===== src/hw/rtl/rolling_hash_phrase_splitter_top_defines.svh =====
// assertion macros for the rolling hash phrase splitter
`ifndef ROLLING_HASH_PHRASE_SPLITTER_TOP_DEFINES_SVH
`define ROLLING_HASH_PHRASE_SPLITTER_TOP_DEFINES_SVH

`define RHPS_ASSERT_IMPL(label, ante, cons) \
  label: assert property (@(posedge clk) disable iff (!rst_n) (ante) |-> (cons)) \
    else $error("rhps check failed");

`define RHPS_ASSERT_NEXT(label, ante, cons) \
  label: assert property (@(posedge clk) disable iff (!rst_n) (ante) |=> (cons)) \
    else $error("rhps check failed");

`endif


===== src/hw/rtl/rhps_pkg.sv =====
// shared types, constants and modular helpers for the phrase splitter
package rhps_pkg;

  localparam logic [30:0] KR_PRIME  = 31'd1999999973;
  localparam logic [7:0]  END_MARK  = 8'd36;
  localparam logic [7:0]  BAD_LIMIT = 8'd2;
  localparam logic [6:0]  WS_RESET  = 7'd10;
  localparam logic [6:0]  WS_MIN    = 7'd4;
  localparam logic [30:0] MOD_RESET = 31'd100;
  localparam logic [30:0] MOD_MIN   = 31'd10;

  localparam logic [1:0] CFG_WINDOW_SIZE = 2'd0;
  localparam logic [1:0] CFG_MODULUS     = 2'd1;

  localparam logic [1:0] BND_NONE = 2'd0;
  localparam logic [1:0] BND_HASH = 2'd1;
  localparam logic [1:0] BND_SEQ  = 2'd2;

  localparam int QDEPTH = 4;
  localparam int QAW    = $clog2(QDEPTH);

  typedef enum logic [1:0] {
    KIND_DATA,
    KIND_END,
    KIND_BAD
  } kind_t;

  typedef struct packed {
    kind_t      kind;
    logic [7:0] data;
  } item_t;

  typedef struct packed {
    logic [30:0] rolling_hash;
    logic [1:0]  boundary;
    logic [15:0] phrase_length;
    logic [47:0] end_position;
    logic [31:0] sequence_number;
    logic        bad_byte;
  } result_t;

  function automatic logic [30:0] mod_dbl(input logic [30:0] a);
    logic [31:0] t;
    t = {a, 1'b0};
    if (t >= {1'b0, KR_PRIME}) begin
      t = t - {1'b0, KR_PRIME};
    end
    return t[30:0];
  endfunction

  function automatic logic [30:0] mod_add(input logic [30:0] a, input logic [30:0] b);
    logic [31:0] t;
    t = {1'b0, a} + {1'b0, b};
    if (t >= {1'b0, KR_PRIME}) begin
      t = t - {1'b0, KR_PRIME};
    end
    return t[30:0];
  endfunction

  function automatic logic [15:0] sat_inc(input logic [15:0] v);
    return (v == 16'hFFFF) ? v : v + 16'd1;
  endfunction

endpackage


===== src/hw/rtl/rhps_front.sv =====
// input queue that classifies each byte request
module rhps_front
  import rhps_pkg::*;
(
  input  logic       clk,
  input  logic       rst_n,
  input  logic       in_push,
  input  logic [7:0] in_byte_in,
  output logic       in_full,
  output logic       item_valid,
  output item_t      item,
  input  logic       item_take
);

  item_t          q_r [QDEPTH];
  logic [QAW-1:0] wr_ptr_r;
  logic [QAW-1:0] rd_ptr_r;
  logic [QAW:0]   cnt_r;
  logic           push_ok;
  logic           pop_ok;
  item_t          new_item;

  assign in_full    = (cnt_r == (QAW+1)'(QDEPTH));
  assign item_valid = (cnt_r != '0);
  assign item       = q_r[rd_ptr_r];
  assign push_ok    = in_push && !in_full;
  assign pop_ok     = item_take && item_valid;

  always_comb begin
    new_item.data = in_byte_in;
    if (in_byte_in <= BAD_LIMIT) begin
      new_item.kind = KIND_BAD;
    end else if (in_byte_in == END_MARK) begin
      new_item.kind = KIND_END;
    end else begin
      new_item.kind = KIND_DATA;
    end
  end

  always_ff @(posedge clk) begin
    if (push_ok) begin
      q_r[wr_ptr_r] <= new_item;
    end
  end

  always_ff @(posedge clk) begin
    if (!rst_n) begin
      wr_ptr_r <= '0;
      rd_ptr_r <= '0;
      cnt_r    <= '0;
    end else begin
      if (push_ok) begin
        wr_ptr_r <= wr_ptr_r + QAW'(1);
      end
      if (pop_ok) begin
        rd_ptr_r <= rd_ptr_r + QAW'(1);
      end
      if (push_ok && !pop_ok) begin
        cnt_r <= cnt_r + (QAW+1)'(1);
      end else if (pop_ok && !push_ok) begin
        cnt_r <= cnt_r - (QAW+1)'(1);
      end
    end
  end

endmodule


===== src/hw/rtl/rhps_weight.sv =====
// outgoing weight unit, 256^(w-1) mod prime by repeated doubling
module rhps_weight
  import rhps_pkg::*;
(
  input  logic        clk,
  input  logic        rst_n,
  input  logic        start,
  input  logic [6:0]  win,
  output logic        busy,
  output logic [30:0] weight
);

  logic [30:0] p_r;
  logic [6:0]  cnt_r;
  logic [2:0]  step_r;
  logic        busy_r;

  assign busy   = busy_r;
  assign weight = p_r;

  always_ff @(posedge clk) begin
    if (!rst_n) begin
      p_r    <= 31'd1;
      cnt_r  <= WS_RESET - 7'd1;
      step_r <= '0;
      busy_r <= 1'b1;
    end else if (start) begin
      p_r    <= 31'd1;
      cnt_r  <= win - 7'd1;
      step_r <= '0;
      busy_r <= 1'b1;
    end else if (busy_r) begin
      p_r    <= mod_dbl(p_r);
      step_r <= step_r + 3'd1;
      if (step_r == 3'd7) begin
        cnt_r <= cnt_r - 7'd1;
        if (cnt_r == 7'd1) begin
          busy_r <= 1'b0;
        end
      end
    end
  end

endmodule


===== src/hw/rtl/rhps_back.sv =====
// sequencer that updates the window hash, runs the cut test and holds the result
module rhps_back
  import rhps_pkg::*;
#(
  parameter int WINDOW_MAX = 64
) (
  input  logic        clk,
  input  logic        rst_n,
  input  logic        item_valid,
  input  item_t       item,
  output logic        item_take,
  input  logic [6:0]  window_size,
  input  logic [30:0] modulus,
  input  logic [30:0] weight,
  input  logic        weight_busy,
  output logic        res_valid,
  output result_t     res,
  input  logic        res_pop
);

  localparam int SW = $clog2(WINDOW_MAX);
  localparam int CW = (SW + 1 > 7) ? SW + 1 : 7;

  typedef enum logic [2:0] {
    S_IDLE,
    S_MUL,
    S_SUB,
    S_SHL,
    S_ADDC,
    S_DIV,
    S_FIN
  } state_t;

  state_t          st_r;
  item_t           cur_r;
  logic [SW-1:0]   slot_r;
  logic [SW-1:0]   k_r;
  logic [SW-1:0]   k_c;
  logic [7:0]      store_r [WINDOW_MAX];
  logic [CW-1:0]   fill_r;
  logic [7:0]      rd_r;
  logic            old_vld_r;
  logic [7:0]      old_byte;
  logic [30:0]     acc_r;
  logic [2:0]      bit_r;
  logic [4:0]      dbit_r;
  logic [30:0]     rem_r;
  logic [31:0]     rem_t;
  logic [30:0]     hash_r;
  logic [15:0]     plen_r;
  logic [47:0]     pos_r;
  logic [31:0]     seq_r;
  logic            atstart_r;
  logic            res_valid_r;
  result_t         res_r;
  logic            dispatch;
  logic            fin_go;
  logic [CW-1:0]   ws_ext;
  logic [15:0]     pl_inc;
  logic            cut;
  result_t         res_nxt;

  assign ws_ext    = CW'(window_size);
  assign k_c       = (CW'(slot_r) >= ws_ext) ? '0 : slot_r;
  assign dispatch  = (st_r == S_IDLE) && item_valid && !weight_busy;
  assign item_take = dispatch;
  assign fin_go    = (st_r == S_FIN) && (!res_valid_r || res_pop);
  assign old_byte  = old_vld_r ? rd_r : 8'd0;
  assign rem_t     = {rem_r, acc_r[dbit_r]};
  assign res_valid = res_valid_r;
  assign res       = res_r;
  assign pl_inc    = sat_inc(plen_r);
  assign cut       = (rem_r == '0) && (pl_inc > 16'(window_size));

  always_comb begin
    res_nxt.rolling_hash    = hash_r;
    res_nxt.boundary        = BND_NONE;
    res_nxt.phrase_length   = '0;
    res_nxt.end_position    = pos_r;
    res_nxt.sequence_number = seq_r + 32'd1;
    res_nxt.bad_byte        = 1'b0;
    case (cur_r.kind)
      KIND_BAD: begin
        res_nxt.bad_byte = 1'b1;
      end
      KIND_END: begin
        res_nxt.end_position  = pos_r + 48'd1;
        res_nxt.boundary      = BND_SEQ;
        res_nxt.phrase_length = sat_inc(atstart_r ? 16'd1 : plen_r);
      end
      KIND_DATA: begin
        res_nxt.end_position = pos_r + 48'd1;
        res_nxt.rolling_hash = acc_r;
        if (!atstart_r && cut) begin
          res_nxt.boundary      = BND_HASH;
          res_nxt.phrase_length = pl_inc;
        end
      end
      default: begin
        res_nxt.bad_byte = 1'b1;
      end
    endcase
  end

  always_ff @(posedge clk) begin
    if (dispatch) begin
      rd_r <= store_r[k_c];
    end
    if (fin_go && (cur_r.kind == KIND_DATA)) begin
      store_r[k_r] <= cur_r.data;
    end
  end

  always_ff @(posedge clk) begin
    if (!rst_n) begin
      st_r        <= S_IDLE;
      slot_r      <= '0;
      fill_r      <= '0;
      hash_r      <= '0;
      plen_r      <= '0;
      pos_r       <= '0;
      seq_r       <= '0;
      atstart_r   <= 1'b1;
      res_valid_r <= 1'b0;
    end else begin
      if (res_pop && res_valid_r && !fin_go) begin
        res_valid_r <= 1'b0;
      end
      case (st_r)
        S_IDLE: begin
          if (CW'(slot_r) >= ws_ext) begin
            slot_r <= '0;
          end
          if (dispatch) begin
            cur_r     <= item;
            k_r       <= k_c;
            old_vld_r <= (CW'(k_c) < fill_r);
            acc_r     <= '0;
            bit_r     <= '0;
            st_r      <= (item.kind == KIND_DATA) ? S_MUL : S_FIN;
          end
        end
        S_MUL: begin
          acc_r <= mod_add(mod_dbl(acc_r), old_byte[3'd7 - bit_r] ? weight : 31'd0);
          bit_r <= bit_r + 3'd1;
          if (bit_r == 3'd7) begin
            st_r <= S_SUB;
          end
        end
        S_SUB: begin
          acc_r <= mod_add(hash_r, KR_PRIME - acc_r);
          bit_r <= '0;
          st_r  <= S_SHL;
        end
        S_SHL: begin
          acc_r <= mod_dbl(acc_r);
          bit_r <= bit_r + 3'd1;
          if (bit_r == 3'd7) begin
            st_r <= S_ADDC;
          end
        end
        S_ADDC: begin
          acc_r  <= mod_add(acc_r, {23'd0, cur_r.data});
          rem_r  <= '0;
          dbit_r <= 5'd30;
          st_r   <= S_DIV;
        end
        S_DIV: begin
          if (rem_t >= {1'b0, modulus}) begin
            rem_r <= 31'(rem_t - {1'b0, modulus});
          end else begin
            rem_r <= rem_t[30:0];
          end
          dbit_r <= dbit_r - 5'd1;
          if (dbit_r == 5'd0) begin
            st_r <= S_FIN;
          end
        end
        S_FIN: begin
          if (fin_go) begin
            res_r       <= res_nxt;
            res_valid_r <= 1'b1;
            st_r        <= S_IDLE;
            case (cur_r.kind)
              KIND_END: begin
                pos_r     <= pos_r + 48'd1;
                seq_r     <= seq_r + 32'd1;
                fill_r    <= '0;
                slot_r    <= '0;
                hash_r    <= '0;
                plen_r    <= '0;
                atstart_r <= 1'b1;
              end
              KIND_DATA: begin
                pos_r          <= pos_r + 48'd1;
                hash_r         <= acc_r;
                if (CW'(k_r) == fill_r) begin
                  fill_r <= fill_r + CW'(1);
                end
                slot_r         <= (CW'(k_r) + CW'(1) >= ws_ext) ? '0 : k_r + SW'(1);
                atstart_r      <= 1'b0;
                if (atstart_r) begin
                  plen_r <= 16'd2;
                end else if (cut) begin
                  plen_r <= 16'(window_size);
                end else begin
                  plen_r <= pl_inc;
                end
              end
              default: begin
              end
            endcase
          end
        end
        default: begin
          st_r <= S_IDLE;
        end
      endcase
    end
  end

endmodule


===== src/hw/rtl/rolling_hash_phrase_splitter_top.sv =====
// top level of the rolling hash phrase splitter
//
//  channel  ports                       request accepted when
//  in       in_push / in_full           in_push && !in_full
//  out      out_pop / out_empty         out_pop && !out_empty
//  cfg      cfg_valid / cfg_ready       cfg_valid && cfg_ready
//
// a text byte passes through the back sequencer as 8 multiply steps, one subtract, 8 shift
// steps, one add, 31 remainder steps and a finish step; '$' and bad bytes go straight to finish
// the front queue holds 4 requests and keeps taking bytes, until full, while the back works or stalls
// after reset the weight unit computes the weight for the reset window size before the first byte is started
// a window_size write holds cfg_ready low while the weight unit recomputes the weight
module rolling_hash_phrase_splitter_top
  import rhps_pkg::*;
#(
  parameter int WINDOW_MAX = 64
) (
  input  logic        clk,
  input  logic        rst_n,
  input  logic        in_push,
  output logic        in_full,
  input  logic [7:0]  in_byte_in,
  output logic        out_empty,
  input  logic        out_pop,
  output logic [30:0] out_rolling_hash,
  output logic [1:0]  out_boundary,
  output logic [15:0] out_phrase_length,
  output logic [47:0] out_end_position,
  output logic [31:0] out_sequence_number,
  output logic        out_bad_byte,
  input  logic        cfg_valid,
  output logic        cfg_ready,
  input  logic [1:0]  cfg_index,
  input  logic [30:0] cfg_wdata
);

  `include "rolling_hash_phrase_splitter_top_defines.svh"

  localparam logic [6:0] WS_CAP = (WINDOW_MAX > 127) ? 7'd127 : 7'(WINDOW_MAX);

  logic [6:0]  window_size_r;
  logic [30:0] modulus_r;
  logic [6:0]  ws_clamp;
  logic        cfg_go;
  logic        ws_start;
  logic        wbusy;
  logic [30:0] weight;
  logic        item_valid;
  item_t       item;
  logic        item_take;
  logic        res_valid;
  result_t     res;

  assign cfg_ready = !wbusy;
  assign cfg_go    = cfg_valid && cfg_ready;
  assign ws_start  = cfg_go && (cfg_index == CFG_WINDOW_SIZE);

  always_comb begin
    ws_clamp = cfg_wdata[6:0];
    if (ws_clamp < WS_MIN) begin
      ws_clamp = WS_MIN;
    end else if (ws_clamp > WS_CAP) begin
      ws_clamp = WS_CAP;
    end
  end

  always_ff @(posedge clk) begin
    if (!rst_n) begin
      window_size_r <= WS_RESET;
      modulus_r     <= MOD_RESET;
    end else if (cfg_go) begin
      case (cfg_index)
        CFG_WINDOW_SIZE: window_size_r <= ws_clamp;
        CFG_MODULUS: begin
          modulus_r <= (cfg_wdata < MOD_MIN) ? MOD_MIN : cfg_wdata;
        end
        default: begin
        end
      endcase
    end
  end

  rhps_front u_front (
    .clk        (clk),
    .rst_n      (rst_n),
    .in_push    (in_push),
    .in_byte_in (in_byte_in),
    .in_full    (in_full),
    .item_valid (item_valid),
    .item       (item),
    .item_take  (item_take)
  );

  rhps_weight u_weight (
    .clk    (clk),
    .rst_n  (rst_n),
    .start  (ws_start),
    .win    (ws_clamp),
    .busy   (wbusy),
    .weight (weight)
  );

  rhps_back #(
    .WINDOW_MAX (WINDOW_MAX)
  ) u_back (
    .clk         (clk),
    .rst_n       (rst_n),
    .item_valid  (item_valid),
    .item        (item),
    .item_take   (item_take),
    .window_size (window_size_r),
    .modulus     (modulus_r),
    .weight      (weight),
    .weight_busy (wbusy),
    .res_valid   (res_valid),
    .res         (res),
    .res_pop     (out_pop)
  );

  assign out_empty           = !res_valid;
  assign out_rolling_hash    = res.rolling_hash;
  assign out_boundary        = res.boundary;
  assign out_phrase_length   = res.phrase_length;
  assign out_end_position    = res.end_position;
  assign out_sequence_number = res.sequence_number;
  assign out_bad_byte        = res.bad_byte;

  `RHPS_ASSERT_IMPL(a_hash_reduced, !out_empty, out_rolling_hash < KR_PRIME)
  `RHPS_ASSERT_IMPL(a_bad_no_cut, !out_empty && out_bad_byte,
    out_boundary == BND_NONE && out_phrase_length == 16'd0)
  `RHPS_ASSERT_IMPL(a_len_only_at_end, !out_empty && out_boundary == BND_NONE,
    out_phrase_length == 16'd0)

endmodule

===== config.mk =====
export PLATFORM = sky130hd
export DESIGN_NAME = rolling_hash_phrase_splitter_top
export DESIGN_NICKNAME = d
export VERILOG_FILES = /design/src/hw/rtl/rhps_pkg.sv /design/src/hw/rtl/rhps_front.sv /design/src/hw/rtl/rhps_weight.sv /design/src/hw/rtl/rhps_back.sv /design/src/hw/rtl/rolling_hash_phrase_splitter_top.sv
export VERILOG_INCLUDE_DIRS = /design/src /design/src/hw/rtl
export SDC_FILE = /design/constraint.sdc
export NUM_CORES = 2
export LEC_CHECK = 0
export BUFFER_PORTS_ARGS = -buffer_cell sky130_fd_sc_hd__buf_2
export CAP_MARGIN = 20
export CELL_PAD_IN_SITES_DETAIL_PLACEMENT = 1
export CELL_PAD_IN_SITES_GLOBAL_PLACEMENT = 2
export CORE_ASPECT_RATIO = 0.5
export CORE_UTILIZATION = 33
export DETAILED_ROUTE_END_ITERATION = 10
export GPL_TIMING_DRIVEN = 0
export PLACE_DENSITY = 0.62
export RECOVER_POWER = 50
export SYNTH_ARGS = -nofsm -noshare
export SYNTH_HDL_FRONTEND = slang
export SYNTH_HIERARCHICAL = 1
export SYNTH_SLANG_ARGS = --single-unit
export TNS_END_PERCENT = 1

===== constraint.sdc =====
create_clock -name clk -period 11.6 [get_ports clk]
set_input_delay 1.74 -clock clk [delete_from_list [all_inputs] [get_ports clk]]
set_output_delay 1.74 -clock clk [all_outputs]
set_load 0.005 [all_outputs]

======== Yosys cells after proc, flatten, opt, wreduce, memory -nomap -nowiden ========
Memories as Yosys holds them, arrays and structs flattened. A register that Yosys moved wholly into a read port is not among the register bits.
Cells that the tools add are included.
word-level totals
  ROM bits ................................ 0
  latch bits .............................. 0
  output and inout port bits .............. 133
  memory bits (writable) .................. 552
  register bits after elaboration ......... 449
  memories kept ........................... 2
  input bits .............................. 46
memory list
  name            depth  width  read ports  clocked after memory_dff  write ports  RTL line          text
  u_back.store_r  64     8      1           1                         1            rhps_back.sv:39   logic [7:0] store_r [WINDOW_MAX];
  u_front.q_r     4      10     1           1                         1            rhps_front.sv:15  item_t q_r [QDEPTH];
operators by class
  equal/unequal tests ..................... 23
  magnitude comparators ................... 16
  multiply operators ...................... 0
  muxes and demuxes ....................... 68
  bitwise operators ....................... 1
  div/mod/pow operators ................... 0
  shift operators ......................... 0
  reductions and logical operators ........ 54
  add/subtract/negate cells ............... 27
operators by type and width
  cell                                                                 number
  2-to-1 mux 31 bit                                                    12
  greater-or-equal comparator 32 x 31 -> 1 bit, second input constant  5
  case mux 31 bit (5 select lines)                                     1
  subtractor 31 bit, second input constant                             5
  case mux 66 bit (2 select lines)                                     1
  case mux 31 bit (2 select lines)                                     2
  2-to-1 mux 16 bit                                                    5
  adder 31 x 31 -> 32 bit                                              2
  adder 48 x 1 -> 48 bit, second input constant                        1
  2-to-1 mux 7 bit                                                     6
  adder 16 x 1 -> 16 bit, second input constant                        2
  adder 31 x 8 -> 32 bit                                               1
  adder 32 x 1 -> 32 bit, second input constant                        1
  == test 16 bit, second input constant                                2
  greater-or-equal comparator 32 x 31 -> 1 bit                         1
  case mux 16 bit (2 select lines)                                     1
  zero test 31 bit                                                     1
  < comparator 31 x 4 -> 1 bit, second input constant                  1
  subtractor 31 bit                                                    1
  subtractor 31 bit, first input constant                              1
  2-to-1 mux 3 bit                                                     9
  case mux 6 bit (2 select lines)                                      2
  AND reduction 3 bit                                                  8
  case mux 3 bit (7 select lines)                                      1
  other kinds (53)                                                     117

======== Longest topological paths before layout ========
  depth after elaboration ................. 8
  gate-level depth with buffers ........... 29
  gate-level depth less buffers ........... 27

======== Modules after synthesis ========
Netlist, hierarchy kept.
modules (own cells, without submodules)
  module                            area an instance (sq um)  cells an instance  seq. area each (sq um)  times used
  rhps_back                         48,112.4                  4,216              25,034.0                1
  rhps_weight                       2,419.8                   293                840.8                   1
  rhps_front                        1,968.1                   104                1,381.3                 1
  rolling_hash_phrase_splitter_top  1,547.7                   182                760.7                   1

======== Least setup slack after synthesis ========
No wires, ideal clock.
  path kind ............................... register to register
  start ................................... reg u_back.acc_r[1]
  end ..................................... reg u_back.acc_r[26] (data pin)
  required time ........................... 11.465 ns
  arrival ................................. 6.088 ns
  cell stages (with the launch flop) ...... 26
  library setup time ...................... 0.135 ns
  setup slack ............................. 5.377 ns
  cells stage by stage .................... edfxtp_1 -> ha_1 -> a211oi_2 -> nor4_2 -> o21ai_2 -> a21boi_0 -> nor2_1 -> clkbuf_1 -> xnor2_1 -> inv_1 -> fa_1 -> nor2b_1 -> o31a_1 -> o21ai_0 -> a2111o_1 -> mux2i_1 -> nor3_1 -> nor3_2 -> a21boi_0 -> a221oi_2 -> o2111ai_2 -> a311oi_4 -> or2_1 -> buf_6 -> or4_1 -> nand3_1
between the ends
  cells in the longest elaborated chain, start to end .. 8
  elaborated cells between the ends (all ways) .. 19
  classes of those cells .................. 8 x add/sub; 4 x order compare; 7 x mux
ends and longest elaborated chain
  item                                                                               RTL line                        text
  start, declared                                                                    rhps_back.sv:44                 logic [30:0] acc_r;
  start signal, assigned                                                             rhps_back.sv:144                acc_r <= mod_add(mod_dbl(acc_r), old_byte[3'd7 - bit_r] ? weight : 31'd0);
  start signal, assigned                                                             rhps_back.sv:151                acc_r <= mod_add(hash_r, KR_PRIME - acc_r);
  start signal, assigned                                                             rhps_back.sv:156                acc_r <= mod_dbl(acc_r);
  subtractor 31 bit or greater-or-equal comparator 32 x 31 -> 1 bit (tied branches)  rhps_pkg.sv:46, rhps_pkg.sv:45
  2-to-1 mux 31 bit                                                                  rhps_pkg.sv:45                  if (t >= {1'b0, KR_PRIME}) begin
  2-to-1 mux 31 bit                                                                  rhps_back.sv:129                case (st_r)
  2-to-1 mux 31 bit                                                                  rhps_back.sv:115                if (!rst_n) begin
  adder 31 x 31 -> 32 bit                                                            rhps_pkg.sv:53                  t = {1'b0, a} + {1'b0, b};
  subtractor 31 bit or greater-or-equal comparator 32 x 31 -> 1 bit (tied branches)  rhps_pkg.sv:55, rhps_pkg.sv:54
  2-to-1 mux 31 bit                                                                  rhps_pkg.sv:54                  if (t >= {1'b0, KR_PRIME}) begin
  case mux 31 bit (5 select lines) *                                                 rhps_back.sv:129
Mark *: on every way between the ends. The rest lies on a longest branch, timed or not. The select of a mux whose other input is x is not followed.
A chain may end at the register's enable or synchronous reset.

======== Worst setup path after layout ========
  start ................................... reg u_back.acc_r[2]
  end ..................................... reg u_back.acc_r[15] (data pin)
The elaborated chain is that of the path after synthesis.

==> impl_results.md <==
- Final setup violation count: 0
- CP required: 12.00 ns
- Post-CTS Hold Buffers: 0
- Worst Max-Slew Pin Slew: about 1.5 ns
- Share of the synthesized area in the top cell type: a little over two fifths
- Leakage: slightly above 0.02 uW
- Netlist cell types: 113
- Hold path depth: 2
- Vias per inst: between 5 and 6
- Fin util: 37.7%
- CTS Buf Count: a little under 100
- Slew Limit Fails: 0
- DP Cell Count: a little over 7000
- CTS sink cnt: a little over 1000
- Final setup margin: around 2.8 ns
- Count of flip-flops with a built-in enable after synthesis: a little under 800
- Number of DRC markers in iteration 0: 2574
- Number of I/O pins: ~180
- DRT Pass-1 Iters: 5
- Setup TNS: 0 ns
- Design area: ~61000 sq um
- Top post-synthesis cells by area: edfxtp_1 43%, dfxtp_1 8.7%, mux4_2 5.2%, mux2i_1 3.7%, xnor2_1 3.6%
- First-pass GRT wire length: about 260 mm
- Reg2reg path depth: 27
- Max frequency: approximately 0.11 GHz
- Root Driver: clkbuf_16
- Initial Util: 33.4%
- Tcrit/Tclk final: 76.0%
- DIE HEIGHT: between 200 and 300 um
- Grt ovf: 0
- Status: completed
- Filler cells: 17600
- Power per cell area: roughly 160 nW/um^2
- Seq. cell area: approximately 28000 sq um
- CP endpoint kind: flop
- Post-DP HPWL: between 100 and 150 mm
- VDD IR max: 0.0975 mV
- Largest stage delay, worst path: 0.68 ns
- Setup WS pre-CTS: around 3 ns
- Max cap viols: 0
- RSZ-0062 raised after global routing: no
- H-tree levels: 3
- Worst setup SP type: flop
- IO buf count: 177
- YS warnings: 6
- Core area: around 160000 sq um
- Antenna violations before repair: 8
- Vias in the first global route: between 40000 and 50000
- Commonest cells after routing, fill and taps aside: 777 x edfxtp_1, 420 x nand2_1, 396 x nor2_1, 345 x clkbuf_1, 234 x dfxtp_1
- Vias post-DR: 39500
- Mapped Area: about 54000 sq um
- DRC viols: 0
- Largest net degree at the start of global routing: between 70 and 80
- Worst Setup Path Type: flop to flop
- Ys async rst share: 0%
- Commonest non-fill, non-tap cell in the layout: edfxtp_1
- Worst Path Arrival: 9.22 ns
- Area occupied by multi-input gates: about 24000 sq um
- Die area: approximately 170000 sq um
- Final wirelength: ~180 mm
- Critical-path top delay cell: a311oi_4
- Clock tree buffer depth: 3
- Die Width: 574 um
- Site Rows: roughly 100
- Ratio of cells with drive above 1 in the final layout: about 9%
- Final Wtd Congestion: approximately 0.88
- Post-CTS Setup Inserts: 0
- Syn nets: 5001
- Register area share after synthesis: 51.8%
- Post-CTS sizing: 0
- Synth-to-layout area growth: 12.8%
- Routed Antenna Nets: 0
- CTS tree: yes
- Rel. slew slack: between 2 and 2.5%
- Max FO, Critical Path: 10
- Clock Skew: 0.0846 ns
- Total track usage: 21.0%
- Yosys top cell by area: edfxtp_1
- Synth Area per Inst: between 10 and 15 sq um
- Cells after synthesis: 4795
- Reg clk slew, reported paths: ~0.07 ns
- Final Hold Fails: 0
- Fin cells: approximately 7400
- Most used flip-flop cell after synthesis: edfxtp_1
- DP Area: 58500 sq um
- Wire length per cell: approximately 24 um
- Hold crit path type: flop to flop
- Worst skew pair latency: roughly 0.75 ns
- Final min period: 8.82 ns
- Fin nets: ~5300
- Seq cells post-synth: 1011
worst max-delay path: cells and delay by family, from the launching register on:
family	cells	cell delay (ns)
AOI/OAI and AO/OA	10	3.26
and+or+nand+nor	8	1.99
buffers and inverters	4	1.20
adders and majority gates	2	0.66
DFF	1	0.62
xor gates and xnor gates	2	0.43
muxes	1	0.35
synth_stat cells, types with 17 or more instances:
library cell	instances
and2_1	76
or2_2	32
clkbuf_1	199
or3_1	60
a21oi_1	218
nand2_1	420
mux4_2	125
edfxtp_1	777
o21a_1	28
buf_1	29
o31ai_1	20
xnor2_1	224
nand3_1	129
xor2_1	169
o21ai_0	208
a31oi_1	30
o21bai_1	17
nand4_1	55
a22oi_1	32
nor2_1	399
mux2i_1	201
a221oi_1	17
a211oi_1	51
nand2b_1	36
nor4_1	43
buf_2	17
inv_1	137
and3_1	58
dfxtp_1	234
a21o_1	60
nor3_1	99
a21boi_1	27
a22o_1	42
o211ai_1	20
nor2b_1	59
ha_1	155
per-stage QoR:
step	hold slack [ns]	total power (uW)
global route	0.487	9990
global placement	0.447	6320
finish	0.465	9580
CTS	0.457	9650
detailed placement	0.448	6360
floorplan	0.435	5600
worst paths after layout:
path / from / endpoint / slack [ns]
worst max-delay path: u_back/acc_r[2] / u_back/acc_r[15] / 2.78
worst min-delay path: modulus_r[7] / modulus_r[7] / 0.46
worst max register to register: u_back/acc_r[2] / u_back/acc_r[15] / 2.78
worst min register to register: modulus_r[7] / modulus_r[7] / 0.46
power by group:
part,internal (uW),switching (uW)
Combinational,748,1560
Clock,1750,1510
Sequential,3950,62.6
layer usage:
metal  up-vias  routed length (um)  track usage (%)
li1      18500                   -                -
met5         -                   7                0
met1     20100               86800             30.4
met4         2                3460             4.36
met2       685               79400             33.9
met3       183                6130             2.30
layout make-up:
type,count,share of cell area [%]
Sequential cell,1011,46.0
Multi-Input combinational cell,3391,40.2
Tap cell,2173,4.46
Clock buffer,127,4.35
Timing Repair Buffer,213,1.64
Buffer,251,1.62
Clock inverter,57,0.911
Inverter,142,0.883
Antenna cell,1,0.00411
kinds of logic (layout without fill, tap and decap cells):
group	after synthesis	count (layout)	synth area share (%)
flops	1011	1011	51.8
buf+inv	393	790	2.85
fa+ha+maj	160	160	3.77
other cells	0	1	0
mux	340	340	9.26
compound gates	941	941	11.8
xor+xnor	396	396	6.48
simple gates	1554	1554	14.0
state kept, by name, summed over array words and instances, names as in the netlist, 8 cells and up, named ones only:
register / cells
modulus_r: 31
u_back/acc_r: 31
u_back/cur_r: 10
u_back/hash_r: 31
u_back/plen_r: 16
u_back/pos_r: 48
u_back/rd_r: 8
u_back/rem_r: 31
u_back/res: 130
u_back/seq_r: 32
u_back/store_r: 512
u_front/q_r: 40
u_weight/weight: 31
Note: power is estimated with default switching activity, not from simulation.
